==> src/rtl/bts_ram.sv <==
module bts_ram #(
    parameter int WIDTH = 8,
    parameter int DEPTH = 256,
    localparam int AW = (DEPTH > 1) ? $clog2(DEPTH) : 1
) (
    input  logic             clk,
    input  logic             we,
    input  logic [AW-1:0]    waddr,
    input  logic [WIDTH-1:0] wdata,
    input  logic [AW-1:0]    raddr,
    output logic [WIDTH-1:0] rdata
);

    logic [WIDTH-1:0] mem [DEPTH];

    always_ff @(posedge clk)
    begin
        if (we)
        begin
            mem[waddr] <= wdata;
        end
        rdata <= mem[raddr];
    end

endmodule

==> config.mk <==
export PLATFORM = sky130hd
export DESIGN_NAME = bts_ram
export DESIGN_NICKNAME = d
export VERILOG_FILES = /design/src/rtl/bts_ram.sv
export SDC_FILE = /design/constraint.sdc
export NUM_CORES = 2
export LEC_CHECK = 0
export BUFFER_PORTS_ARGS = -buffer_cell sky130_fd_sc_hd__buf_2
export CAP_MARGIN = 0
export CORE_ASPECT_RATIO = 1.1
export CORE_UTILIZATION = 40
export DETAILED_ROUTE_END_ITERATION = 16
export GPL_TIMING_DRIVEN = 0
export REMOVE_ABC_BUFFERS = 1
export SYNTH_ARGS = -nofsm -noshare
export SYNTH_HDL_FRONTEND = slang
export SYNTH_SLANG_ARGS = --single-unit
==> constraint.sdc <==
create_clock -name clk -period 2.6 [get_ports clk]
set_clock_uncertainty 0.05 [all_clocks]
set_input_delay 0.26 -clock clk [delete_from_list [all_inputs] [get_ports clk]]
set_output_delay 0.26 -clock clk [all_outputs]
set_load 0.01 [all_outputs]
==> reports/metrics.csv <==
stage,metric,value,unit
run_status,status,finished with violations,
run_status,violations,setup timing,
placed_design,place_area,83200,µm²
logic_synthesis,synth-edff-count,2048,
setup_path,cp_max_fo,45,
cts,cts_max_path_buffers,3,
cts,clkLatencyLatePin,0.84,ns
finish,nets,3857,
logic_synthesis,yosys.area.top_type,edfxtp_1,
global_route,busiest_layer,met2,
cts,cts.sinks,2056,
logic_synthesis,synth_common_cells,"2048 x edfxtp_1, 454 x mux4_2, 282 x nor2_1",
global_route,grt_pass1_vias,38900,
global_route,grt_start_max_net_pins,154,
finish,drive_gt1_share,23.6,%
floorplanning,rows,171,
setup_path,crit_path_start_kind,primary input,
setup_path,cpMostUsedCell,buf_16,
detailed_routing,drtPass1Iterations,7,
logic_synthesis,yosys_warnings,0,
finish,utilization,45.9,%
power,p_switching,14.4,mW
global_route,grtUsageMet2,32.7,%
power,p_sw_share,21.3,%
setup_path,critPathArrivalTime,3.30,ns
global_route,grt_overflow,0,
logic_synthesis,syn_area,79600,µm²
placed_design,gp_congestion,0.802,
logic_synthesis,avgSynthCellArea,21.3,µm²
power,p_int,53.3,mW
power,peakVddDrop,752,µV
timing,fmax,375,MHz
timing,period_share,103,%
setup_path,path_buf_inv,4,
setup_path,cpPeakStageDelay,0.65,ns
logic_synthesis,yosysUniqueCellTypes,55,
setup_path,crit_slowest_cell,nor4_4,
cts,htreeDepth,4,
placed_design,place_hpwl,115,mm
logic_synthesis,synth_area_leaders,"edfxtp_1 77%, mux4_2 13%, mux2i_1 1.7%",
logic_synthesis,netlist.area_leader.share,77.3,%
power,p_leak,27.7,nW
global_route,use_met3,3.41,%
logic_synthesis,ys_ff_latch,2056,
global_route,grtUsageMet1,26.4,%
power,clockPowerShare,40.6,%
cts,clk_pin_slew,0.06,ns
power,combinationalPowerShare,5.4,%
floorplanning,boundaryPins,34,
setup_path,end_kind,register,
cts,cts_tree,built,
logic_synthesis,async_flop_share,0,%
detailed_routing,via_per_inst,5.81,
timing,hold_viol,0,
timing,setup_viol,4,
logic_synthesis,ys.flop_type,edfxtp_1,
setup_path,worstSetupPathType,primary input to register,
detailed_routing,vias,38200,
timing,worstMarginPinSlew,1.12,ns
floorplanning,coreArea,197000,µm²
floorplanning,die_h,470,µm
timing,fin_crit,2.67,ns
detailed_routing,drc,0,
floorplanning,dieArea,201000,µm²
detailed_routing,drt_iter0_drc,4271,
logic_synthesis,synthCells,3733,
setup_path,required,3.23,ns
finish,fillCellCount,16100,
placed_design,port_buffers,33,
floorplanning,die-width,427,µm
timing,hold_slack,0.00636,ns
detailed_routing,postRouteAntennaNets,0,
timing,slew_headroom,25.6,%
setup_path,path_delay_family,simple AND/OR/NAND/NOR gates,
finish,area_growth,14.0,%
power,seq_power_share,54.0,%
finish,finish.instance_area,90700,µm²
global_route,grt_usage,19.8,%
global_route,grt_pass1_wl,284,mm
detailed_routing,drt_wl_total,198,mm
floorplanning,start_util,40.3,%
setup_path,path_cells,"buf_16, buf_16, buf_16, buf_16, or2b_4, o221ai_1, a21oi_1, o22ai_1, nor4_4, nor4_4",
detailed_routing,wl_per_cell,30.0,µm
logic_synthesis,synth_most_common_cell,edfxtp_1,
power,power_density,747,nW/µm²
timing,drv_slew,0,
run,cap_violations,0,
placed_design,place_ws,-3.47,ns
cts,clockRootBuffer,clkbuf_16,
timing,setup_slack,-0.0668,ns
timing,grt_setup_unrepaired,yes,
logic_synthesis,ys_seq_area_share,77.5,%
min_path,hold_class,primary input to register,
cts,cts_made_buffers,191,
global_route,antenna_found_initial,13,
setup_path,ff2ff_setup_slack,-0.01,ns
registers in the layout (all words and copies together), names as in the netlist:
name and flops:
mem 2048, rdata 8
worst reg2reg max path: stages, from the launching register on:
cell and delay, ns:
edfxtp_1 0.36, mux4_2 0.50, mux4_2 0.55, nor2b_1 0.21
nor4_4 0.67, nor4_4 0.12
power groups by stage:
stage | Combinational, mW | Clock [mW] | Sequential (mW)
after global placement | 4.11 | 0 | 37.4
final | 3.69 | 27.5 | 36.6
after floorplan | 1.28 | 0 | 37.3
after detailed placement | 3.35 | 0 | 37.3
after global routing | 3.86 | 29.1 | 36.5
after CTS | 3.71 | 27.9 | 36.6
cell type report:
type | count | area [µm²] | area share [%]
flip-flops and latches | 2056 | 61700 | 68.0
clock buffers | 235 | 5010 | 5.52
multi-input cells | 1443 | 17100 | 18.8
repair buffers | 137 | 2620 | 2.89
inverters | 2 | 12.5 | 0.0138
diodes | 6 | 15.0 | 0.0166
clock inverters | 108 | 1060 | 1.17
well taps | 2595 | 3250 | 3.58
kinds of logic (layout without fill, tap and decap cells):
logic type / after synthesis / after routing / synth area share [%]
muxes: 591 / 591 / 14.6
buffers and inverters: 235 / 482 / 1.83
AOI/OAI and AO/OA: 385 / 385 / 3.42
and+or+nand+nor: 466 / 467 / 2.63
DFF: 2056 / 2056 / 77.5
other: 0 / 6 / 0
routing by layer:
layer | share of wire, % | wire [µm] | vias to the layer above
li1 | - | - | 15900
met1 | 40 | 78300 | 20500
met2 | 50 | 99300 | 1509
met3 | 6.8 | 13500 | 328
met4 | 3.3 | 6500 | 6
met5 | 0.015 | 30 | -
stage by stage:
step / cells / setup TNS [ns] / power, mW
detailed placement: 6190 / -536.96 / 40.6
global route: 6582 / -0.186 / 69.5
floorplan: 3500 / -0.616 / 38.6
CTS: 6575 / 0 / 68.1
global placement: 6128 / -6748.32 / 41.5
finish: 6582 / -0.145 / 67.7
worst paths after layout:
check / startpoint / endpoint / depth (start not counted)
min reg2reg: mem[45][1] / rdata[1] / 5
min: wdata[4] / mem[96][4] / 1
max: raddr[1] / rdata[6] / 10
max reg2reg: mem[82][7] / rdata[7] / 5
cell usage in the layout, fill, tap and decap left out, types with 8 or more instances in the layout:
master and n:
clkinv_1 40, a21oi_1 94, nor3_2 10, buf_16 41
dfxtp_1 8, edfxtp_1 2048, o211ai_1 10, nand2_1 30
nor4_4 18, a211oi_1 11, clkbuf_1 41, nand3_1 25
nor2_1 277, buf_4 18, bufbuf_16 21, a22oi_1 133
buf_12 12, nor3_1 11, nand4_1 10, o21ai_0 10
a22o_1 8, clkinv_2 31, buf_2 21, nand3_2 9
o22ai_1 28, nand2b_1 8, a221oi_1 9, bufinv_16 17
clkbuf_16 194, mux4_2 454, mux2i_1 134, o221ai_1 42
buf_8 17, nor2b_1 27
what timing repair did:
item | in CTS | in global routing
endpoints found under the setup margin | 8 | 16
pin swaps | 11 | 2
endpoints found under the hold margin | 368 | 0
gates resized for setup | 70 | 16
buffers inserted | 13 | 1
gates cloned | 23 | 0
hold buffers | 6 | 0
(Power assumes the default switching activity.)
