$ cat config.mk
export PLATFORM = sky130hd
export DESIGN_NAME = bts_mul
export DESIGN_NICKNAME = d
export VERILOG_FILES = /design/src/rtl/bts_mul.sv
export SDC_FILE = /design/constraint.sdc
export NUM_CORES = 1
export LEC_CHECK = 0
export ABC_AREA = 1
export BUFFER_PORTS_ARGS = -buffer_cell sky130_fd_sc_hd__clkbuf_2
export CAP_MARGIN = 5
export CORE_ASPECT_RATIO = 0.8
export CORE_MARGIN = 1
export CORE_UTILIZATION = 50
export CTS_CLUSTER_SIZE = 10
export DETAILED_ROUTE_END_ITERATION = 10
export PLACE_DENSITY = 0.67
export SYNTH_ARGS = -nofsm -noshare
export SYNTH_HDL_FRONTEND = slang
export SYNTH_SLANG_ARGS = --single-unit
export TNS_END_PERCENT = 100
$ cat constraint.sdc
create_clock -name clk -period 13.84 [get_ports clk]
set_input_delay 1.384 -clock clk [delete_from_list [all_inputs] [get_ports clk]]
set_output_delay 1.384 -clock clk [all_outputs]
set_load 0.02 [all_outputs]
$ cat src/rtl/bts_mul.sv
module bts_mul #(
    parameter int A_W = 26,
    parameter int B_W = 16,
    localparam int P_W = A_W + B_W + 1
) (
    input  logic                  clk,
    input  logic                  en,
    input  logic signed [A_W-1:0] a,
    input  logic        [B_W-1:0] b,
    output logic signed [P_W-1:0] prod
);

    // b is always a magnitude: widen it by a zero sign bit
    always_ff @(posedge clk)
    begin
        if (en)
        begin
            prod <= a * $signed({1'b0, b});
        end
    end

endmodule

==> results of run 1 <==
-- per-stage QoR --
step,instances,instance area [um^2],setup slack (ps)
2_1_floorplan,2349,17800,7170
3_3_place_gp,2808,18500,6520
3_5_place_dp,2808,18500,6420
4_1_cts,2816,18600,6710
5_1_grt,2816,18600,6300
6_report,2816,18600,6680
-- cells in the mapped netlist (all sizes together) --
| master | instances |
|---|---|
| inv | 779 |
| nand2 | 703 |
| fa | 405 |
| ha | 105 |
| clkbuf | 100 |
| nor2 | 83 |
| nand3 | 50 |
| edfxtp | 43 |
| a21oi | 27 |
| xor2 | 20 |
| nand4 | 10 |
| o21bai | 7 |
| nor3 | 6 |
| xnor2 | 5 |
| o21ai | 3 |
| a21o | 2 |
| nand3b | 1 |
-- cell families after synthesis --
family	Yosys count	synth area share
flops	43	0.0725
fa+ha+maj	510	0.529
simple gates	853	0.188
xor+xnor	25	0.0123
buf+inv	879	0.185
compound gates	39	0.0124
-- cell usage in the layout (no fill, tap or decap) --
cell / count
nor3_2: 1
clkbuf_16: 5
nand2_2: 4
a21oi_1: 26
nor2_2: 6
inv_2: 2
nand3_2: 3
nand2_1: 699
xor2_1: 20
edfxtp_1: 43
clkbuf_2: 86
fa_1: 405
nor2_1: 77
a21oi_2: 1
nand3_1: 47
o21ai_0: 3
nand3b_1: 1
xnor2_1: 5
clkinvlp_4: 1
nand4_1: 10
ha_1: 105
clkbuf_1: 1
clkinv_2: 1
a21o_1: 2
inv_1: 777
nor3_1: 5
buf_4: 1
o21bai_1: 7
-- critical path: cells and delay by family --
kind	cells	cell delay (ps)
buf+inv	6	920
fa+ha+maj	7	3660
simple gates	8	1210
-- worst min-delay path by stage --
stage,cells after the start,slack (ps),start,to
floorplan,0,1500,en,prod[0]
global placement,1,1840,prod[23],prod[23]
detailed placement,1,1840,prod[17],prod[17]
CTS,4,1750,b[0],prod[0]
global route,4,1780,b[0],prod[0]
finish,4,1750,b[0],prod[0]
-- layout make-up --
type	count	area (um^2)
Clock buffer	6	129
Timing Repair Buffer	87	438
Fill cell	3377	16300
Multi-Input combinational cell	1427	13200
Sequential cell	43	1290
Clock inverter	2	12.5
Inverter	779	2920
Tap cell	472	591
-- per-layer routing --
| metal | global-route usage | share of wire |
|---|---|---|
| met1 | 0.352 | 0.43 |
| met2 | 0.455 | 0.48 |
| met3 | 0.0299 | 0.067 |
| met4 | 0.0504 | 0.017 |
| met5 | 0 | 0 |
==> impl_metrics.ini, run 1 <==
[status]
status = completed

[cts]
cts_made_buffers = 5
cts_tree = done
clockRootBuffer = clkbuf_16
post-cts-setup-buffer-count = 0
cts_buffer_depth = 2
clk_pin_slew_ps = 70
ctsResizeCount = 0
postCtsHoldBufs = 0
cts.sinks = 43
htree_levels = 2

[finish]
drive_gt1_frac = 0.0474
syn_to_final_growth_pct = 4.46
largest_reg_flops = 43
n_antenna_cell = 0
finalNetCount = 2897
biggestRegsByFlops = prod: 43 flops
top_register = prod
finalCoreUtilization = 0.533

[synth]
yosys.area.top_type = fa_1
synth_nets = 2903
synth_top_area_frac = 0.456
synthCells = 2349
syn_area_per_cell_um2 = 7.58
ys_warn_count = 0
yosys-top-cells-area = fa_1 46%, inv_1 16%, nand2_1 15%
synth.cell_area_mm2 = 0.0178
yosysSeqAreaShare = 0.0725
ys_types = 23
ys_ff_latch = 43

[global_routing]
antenna_found_initial = 0
grt_pass1_wl_mm = 73.7
grt_usage = 0.261
grt_overflow = 0
grt_start_max_net_pins = 44
grt_pass1_vias = 14700

[setup_path]
crit_slowest_cell = fa_1
slowest_delay_ps = 660
endpoint = prod[39]
crit_type = in -> reg
cp-end-kind = flop
crit_chain = clkbuf_2, nand2_1, inv_1, fa_1, inv_1, fa_1, inv_1, fa_1, inv_1, fa_1, fa_1, fa_1, inv_1, ha_1, nand2_1, nor2_1, nand3_1, nor2_1, nand3_1, nand4_1, nand2_1
path_max_fanout = 26
worst_path_most_repeated_cell = fa_1
crit_required_ps = 13900
cp-startpoint = b[2]
crit_path_start_kind = input port
critPathArrivalTime_ps = 7210

[timing]
report.final.slew_viol_count = 0
final.setup.tns_ps = 0
min_period_ps = 7160
final.period_utilization = 0.517
rsz0062_at_grt = no
hold_ws_ps = 1750
slew_headroom = 0.255
worstMarginPinSlew_ps = 1120
fmax_mhz = 140
hold_viol_final = 0
setup_violations = 0

[die]
fp.coreArea_mm2 = 0.0349
num_io_pins = 87
initial_core_util = 0.510
die_w_um = 213
die_h_um = 171
dieArea_mm2 = 0.0364
row_count = 61

[detailed_routing]
vias = 13700
wl_per_cell_um = 15.5
drt_iter0_markers = 997
ant_nets = 0
vias_per_cell = 4.87
dr.pass1.iters = 8
drcViolationCount = 0
routed_wl_mm = 43.7

[run]
cap_viol_max_count = 0

[worst_hold_path]
hold_path_class = in -> reg

[place]
gp_congestion = 0.906
io_buffers = 86
hpwlAfterDp_mm = 37.7
Power of run 1 is left out: the tool's default activity adds up to more than one toggle a clock period on the data nets, which glitch-free logic cannot reach.
==> run 2, diff against run 1 <==
clock period = 6.7 ns   (was 13.84 ns; I/O delays follow)
==> impl_metrics.ini, run 2 (synthesis gave the netlist of run 1 again) <==
[die]
num_io_pins = 87
fp.coreArea_mm2 = 0.0349
initial_core_util = 0.510
die_w_um = 213
dieArea_mm2 = 0.0364
row_count = 61
die_h_um = 171

[timing]
final.setup.tns_ps = 0
slew_headroom = 0.250
hold_viol_final = 0
min_period_ps = 6250
fmax_mhz = 160
rsz0062_at_grt = no
report.final.slew_viol_count = 0
setup_violations = 0
worstMarginPinSlew_ps = 1120
final.period_utilization = 0.932

[setup_path]
critPathArrivalTime_ps = 6300
crit_required_ps = 6750
cp-startpoint = b[3]
cp-end-kind = flop
crit_type = in -> reg
crit_path_start_kind = input port
path_max_fanout = 17

[finish]
drive_gt1_frac = 0.0530
final_cell_mix = 777 x inv_1, 699 x nand2_1, 405 x fa_1
syn_to_final_growth_pct = 5.41
final_common_cell = inv_1
largest_reg_flops = 43
finalNetCount = 2911
nFillCells = 3384
fin_cells = 2831
top_register = prod
biggestRegsByFlops = prod: 43 flops

[cts]
clockRootBuffer = clkbuf_16
cts_made_buffers = 5
cts.sinks = 43
ctsResizeCount = 0
postCtsHoldBufs = 0
post-cts-setup-buffer-count = 0
clk_pin_slew_ps = 70
cts_buffer_depth = 2
cts_tree = done
htree_levels = 2

[global_routing]
grt_start_max_net_pins = 44
grt_overflow = 0
antenna_found_initial = 1
grt_pass1_wl_mm = 73.6
grt_pass1_vias = 14600
grt_usage = 0.260

[detailed_routing]
vias = 13600
ant_nets = 0
vias_per_cell = 4.82
routed_wl_mm = 43.3
drcViolationCount = 0
dr.pass1.iters = 5
wl_per_cell_um = 15.3
drt_iter0_markers = 864

[worst_hold_path]
holdCritStartpoint = a[0]
hold_path_class = in -> reg
min_to = prod[0]
holdPathStages = 3

[place]
placedCellCount = 2822
gp_congestion = 0.928
io_buffers = 86
hpwlAfterDp_mm = 38.0

[run]
cap_viol_max_count = 0

[status]
status = completed
## run 2: changes by cell type in the layout (fill, tap and decap cells not counted), sizes merged
cell	before	now
clkinv	1	0
bufinv	0	2
clkinvlp	1	0
buf	1	15
diode	0	1
## run 2: per-layer routing
metal	track usage	share of wire	vias to the layer above
met5	0	0	-
met1	0.355	0.44	6727
li1	-	-	6473
met4	0.0488	0.018	0
met2	0.442	0.48	389
met3	0.0371	0.064	55
## run 2: stage by stage
step / util / setup slack (ps) / hold WS, ps / instance area [um^2]
floorplan: - / 749 / 782 / 17800
detailed placement: 0.532 / 190 / 1120 / 18600
finish: 0.538 / 455 / 1040 / 18800
global placement: 0.532 / 205 / 1120 / 18600
global route: 0.538 / 120 / 1040 / 18800
CTS: 0.538 / 465 / 1040 / 18800
## run 2: cell type report
type,instances,area [um^2],area share
antenna,1,2.50,0.000133
clock buffer,6,129,0.00687
clock inverter,2,60.1,0.00320
inverter,779,2920,0.156
multi-input combinational,1427,13200,0.704
sequential,43,1290,0.0688
tap,472,591,0.0315
timing repair buffer,101,556,0.0296
## run 2: critical path, cell delays in order
cell and delay (ps):
clkbuf_2 300, nand2_1 140, inv_1 100, fa_1 600
inv_1 160, fa_1 650, inv_1 190, fa_1 520
inv_1 50, fa_1 540, fa_1 420, fa_1 480
inv_1 40, ha_1 420, nand2_1 150, nor3_1 270
nand2_1 110, nor2_1 140, nand3_1 140, nand4_1 130
nand2_1 50
## run 2: worst max path at each step
stage	endpoint	cells after the start
floorplan	prod[36]	24
global placement	prod[41]	21
detailed placement	prod[41]	21
CTS	prod[41]	21
global route	prod[42]	21
finish	prod[41]	21
Power of run 2 is left out for the same reason.
==> run 3, diff against run 2 <==
clock period = 7.45 ns   (was 6.7 ns; I/O delays follow)
==> impl_metrics.ini, run 3 (synthesis gave the netlist of run 1 again) <==
[finish]
n_antenna_cell = 0
top_register = prod
final_cell_mix = 777 x inv_1, 699 x nand2_1, 405 x fa_1
fin_area_mm2 = 0.0186
syn_to_final_growth_pct = 4.55
final_common_cell = inv_1
seq_area_mm2 = 0.00129
multi_input_area_mm2 = 0.0132
drive_gt1_frac = 0.0482
finalCoreUtilization = 0.533
finalNetCount = 2899
nFillCells = 3390
largest_reg_flops = 43
biggestRegsByFlops = prod: 43 flops

[detailed_routing]
vias = 13700
dr.pass1.iters = 5
routed_wl_mm = 43.5
drt_iter0_markers = 837
ant_nets = 0
wl_per_cell_um = 15.4
drcViolationCount = 0
vias_per_cell = 4.85

[cts]
postCtsHoldBufs = 0
cts_buffer_depth = 2
cts_tree = done
cts.sinks = 43
cts_made_buffers = 5
ctsResizeCount = 0
clk_pin_slew_ps = 60
post-cts-setup-buffer-count = 0
htree_levels = 2
clockRootBuffer = clkbuf_16

[setup_path]
critPathArrivalTime_ps = 6540
crit_type = in -> reg
crit_required_ps = 7500
path_max_fanout = 26
cp-end-kind = flop
endpoint = prod[38]
crit_path_start_kind = input port
cp-startpoint = b[2]

[place]
dp_slack_ps = 736
placed_area_mm2 = 0.0185
io_buffers = 86
hpwlAfterDp_mm = 37.5
gp_congestion = 0.922

[status]
status = completed

[global_routing]
grt_overflow = 0
grt_start_max_net_pins = 44
antenna_found_initial = 0
grt_usage = 0.260
grt_pass1_wl_mm = 73.8
grt_pass1_vias = 14700

[die]
die_h_um = 171
fp.coreArea_mm2 = 0.0349
dieArea_mm2 = 0.0364
initial_core_util = 0.510
num_io_pins = 87
row_count = 61
die_w_um = 213

[timing]
final.setup.tns_ps = 0
report.final.slew_viol_count = 0
setup_slack_ps = 965
worstMarginPinSlew_ps = 1120
fmax_mhz = 154
hold_viol_final = 0
min_period_ps = 6490
final.period_utilization = 0.871
slew_headroom = 0.254
setup_violations = 0
rsz0062_at_grt = no

[run]
cap_viol_max_count = 0

[worst_hold_path]
hold_path_class = in -> reg
[run 3: changes by cell type in the layout (fill, tap and decap cells not counted), sizes merged]
cell | before | now
clkinvlp | 0 | 1
buf | 15 | 3
clkinv | 0 | 1
diode | 1 | 0
bufinv | 2 | 0
[run 3: final cells by class]
class / count / area share
clock buffers: 6 / 0.00693
repair buffers: 89 / 0.0243
clock inverters: 2 / 0.000672
flip-flops and latches: 43 / 0.0694
multi-input cells: 1427 / 0.710
well taps: 472 / 0.0317
inverters: 779 / 0.157
[run 3: through the flow]
step | hold WS, ps | instances
floorplan | 857 | 2349
global placement | 1200 | 2810
detailed placement | 1200 | 2810
CTS | 1090 | 2818
global route | 1100 | 2818
finish | 1070 | 2818
[run 3: worst max-delay path: stages]
cell	delay (ps)
clkbuf_2	480
nand2_1	220
inv_1	150
fa_1	480
inv_1	220
fa_1	490
inv_1	290
fa_1	510
fa_1	510
fa_1	490
inv_1	50
fa_1	470
inv_1	40
ha_1	380
nand2_1	130
nor2_1	200
nand2_1	110
nor2_1	160
nand3_1	180
nand4_1	130
nand2_1	60
[run 3: worst min-delay path by stage]
stage                        start       end  slack, ps  cells after the start
after floorplan                 en   prod[0]        860                      0
after global placement    prod[28]  prod[28]       1200                      1
after detailed placement  prod[28]  prod[28]       1200                      1
after CTS                     a[0]   prod[0]       1090                      3
after global routing          a[0]   prod[0]       1100                      3
final                         a[0]   prod[0]       1070                      3
[run 3: layer usage]
metal	up-vias	wire (um)	GRT usage	share of wire
li1	6441	-	-	-
met1	6777	19200	0.355	0.44
met2	381	21000	0.452	0.48
met3	56	2590	0.0299	0.059
met4	0	711	0.0432	0.016
met5	-	0	0	0
Power of run 3 is left out for the same reason.
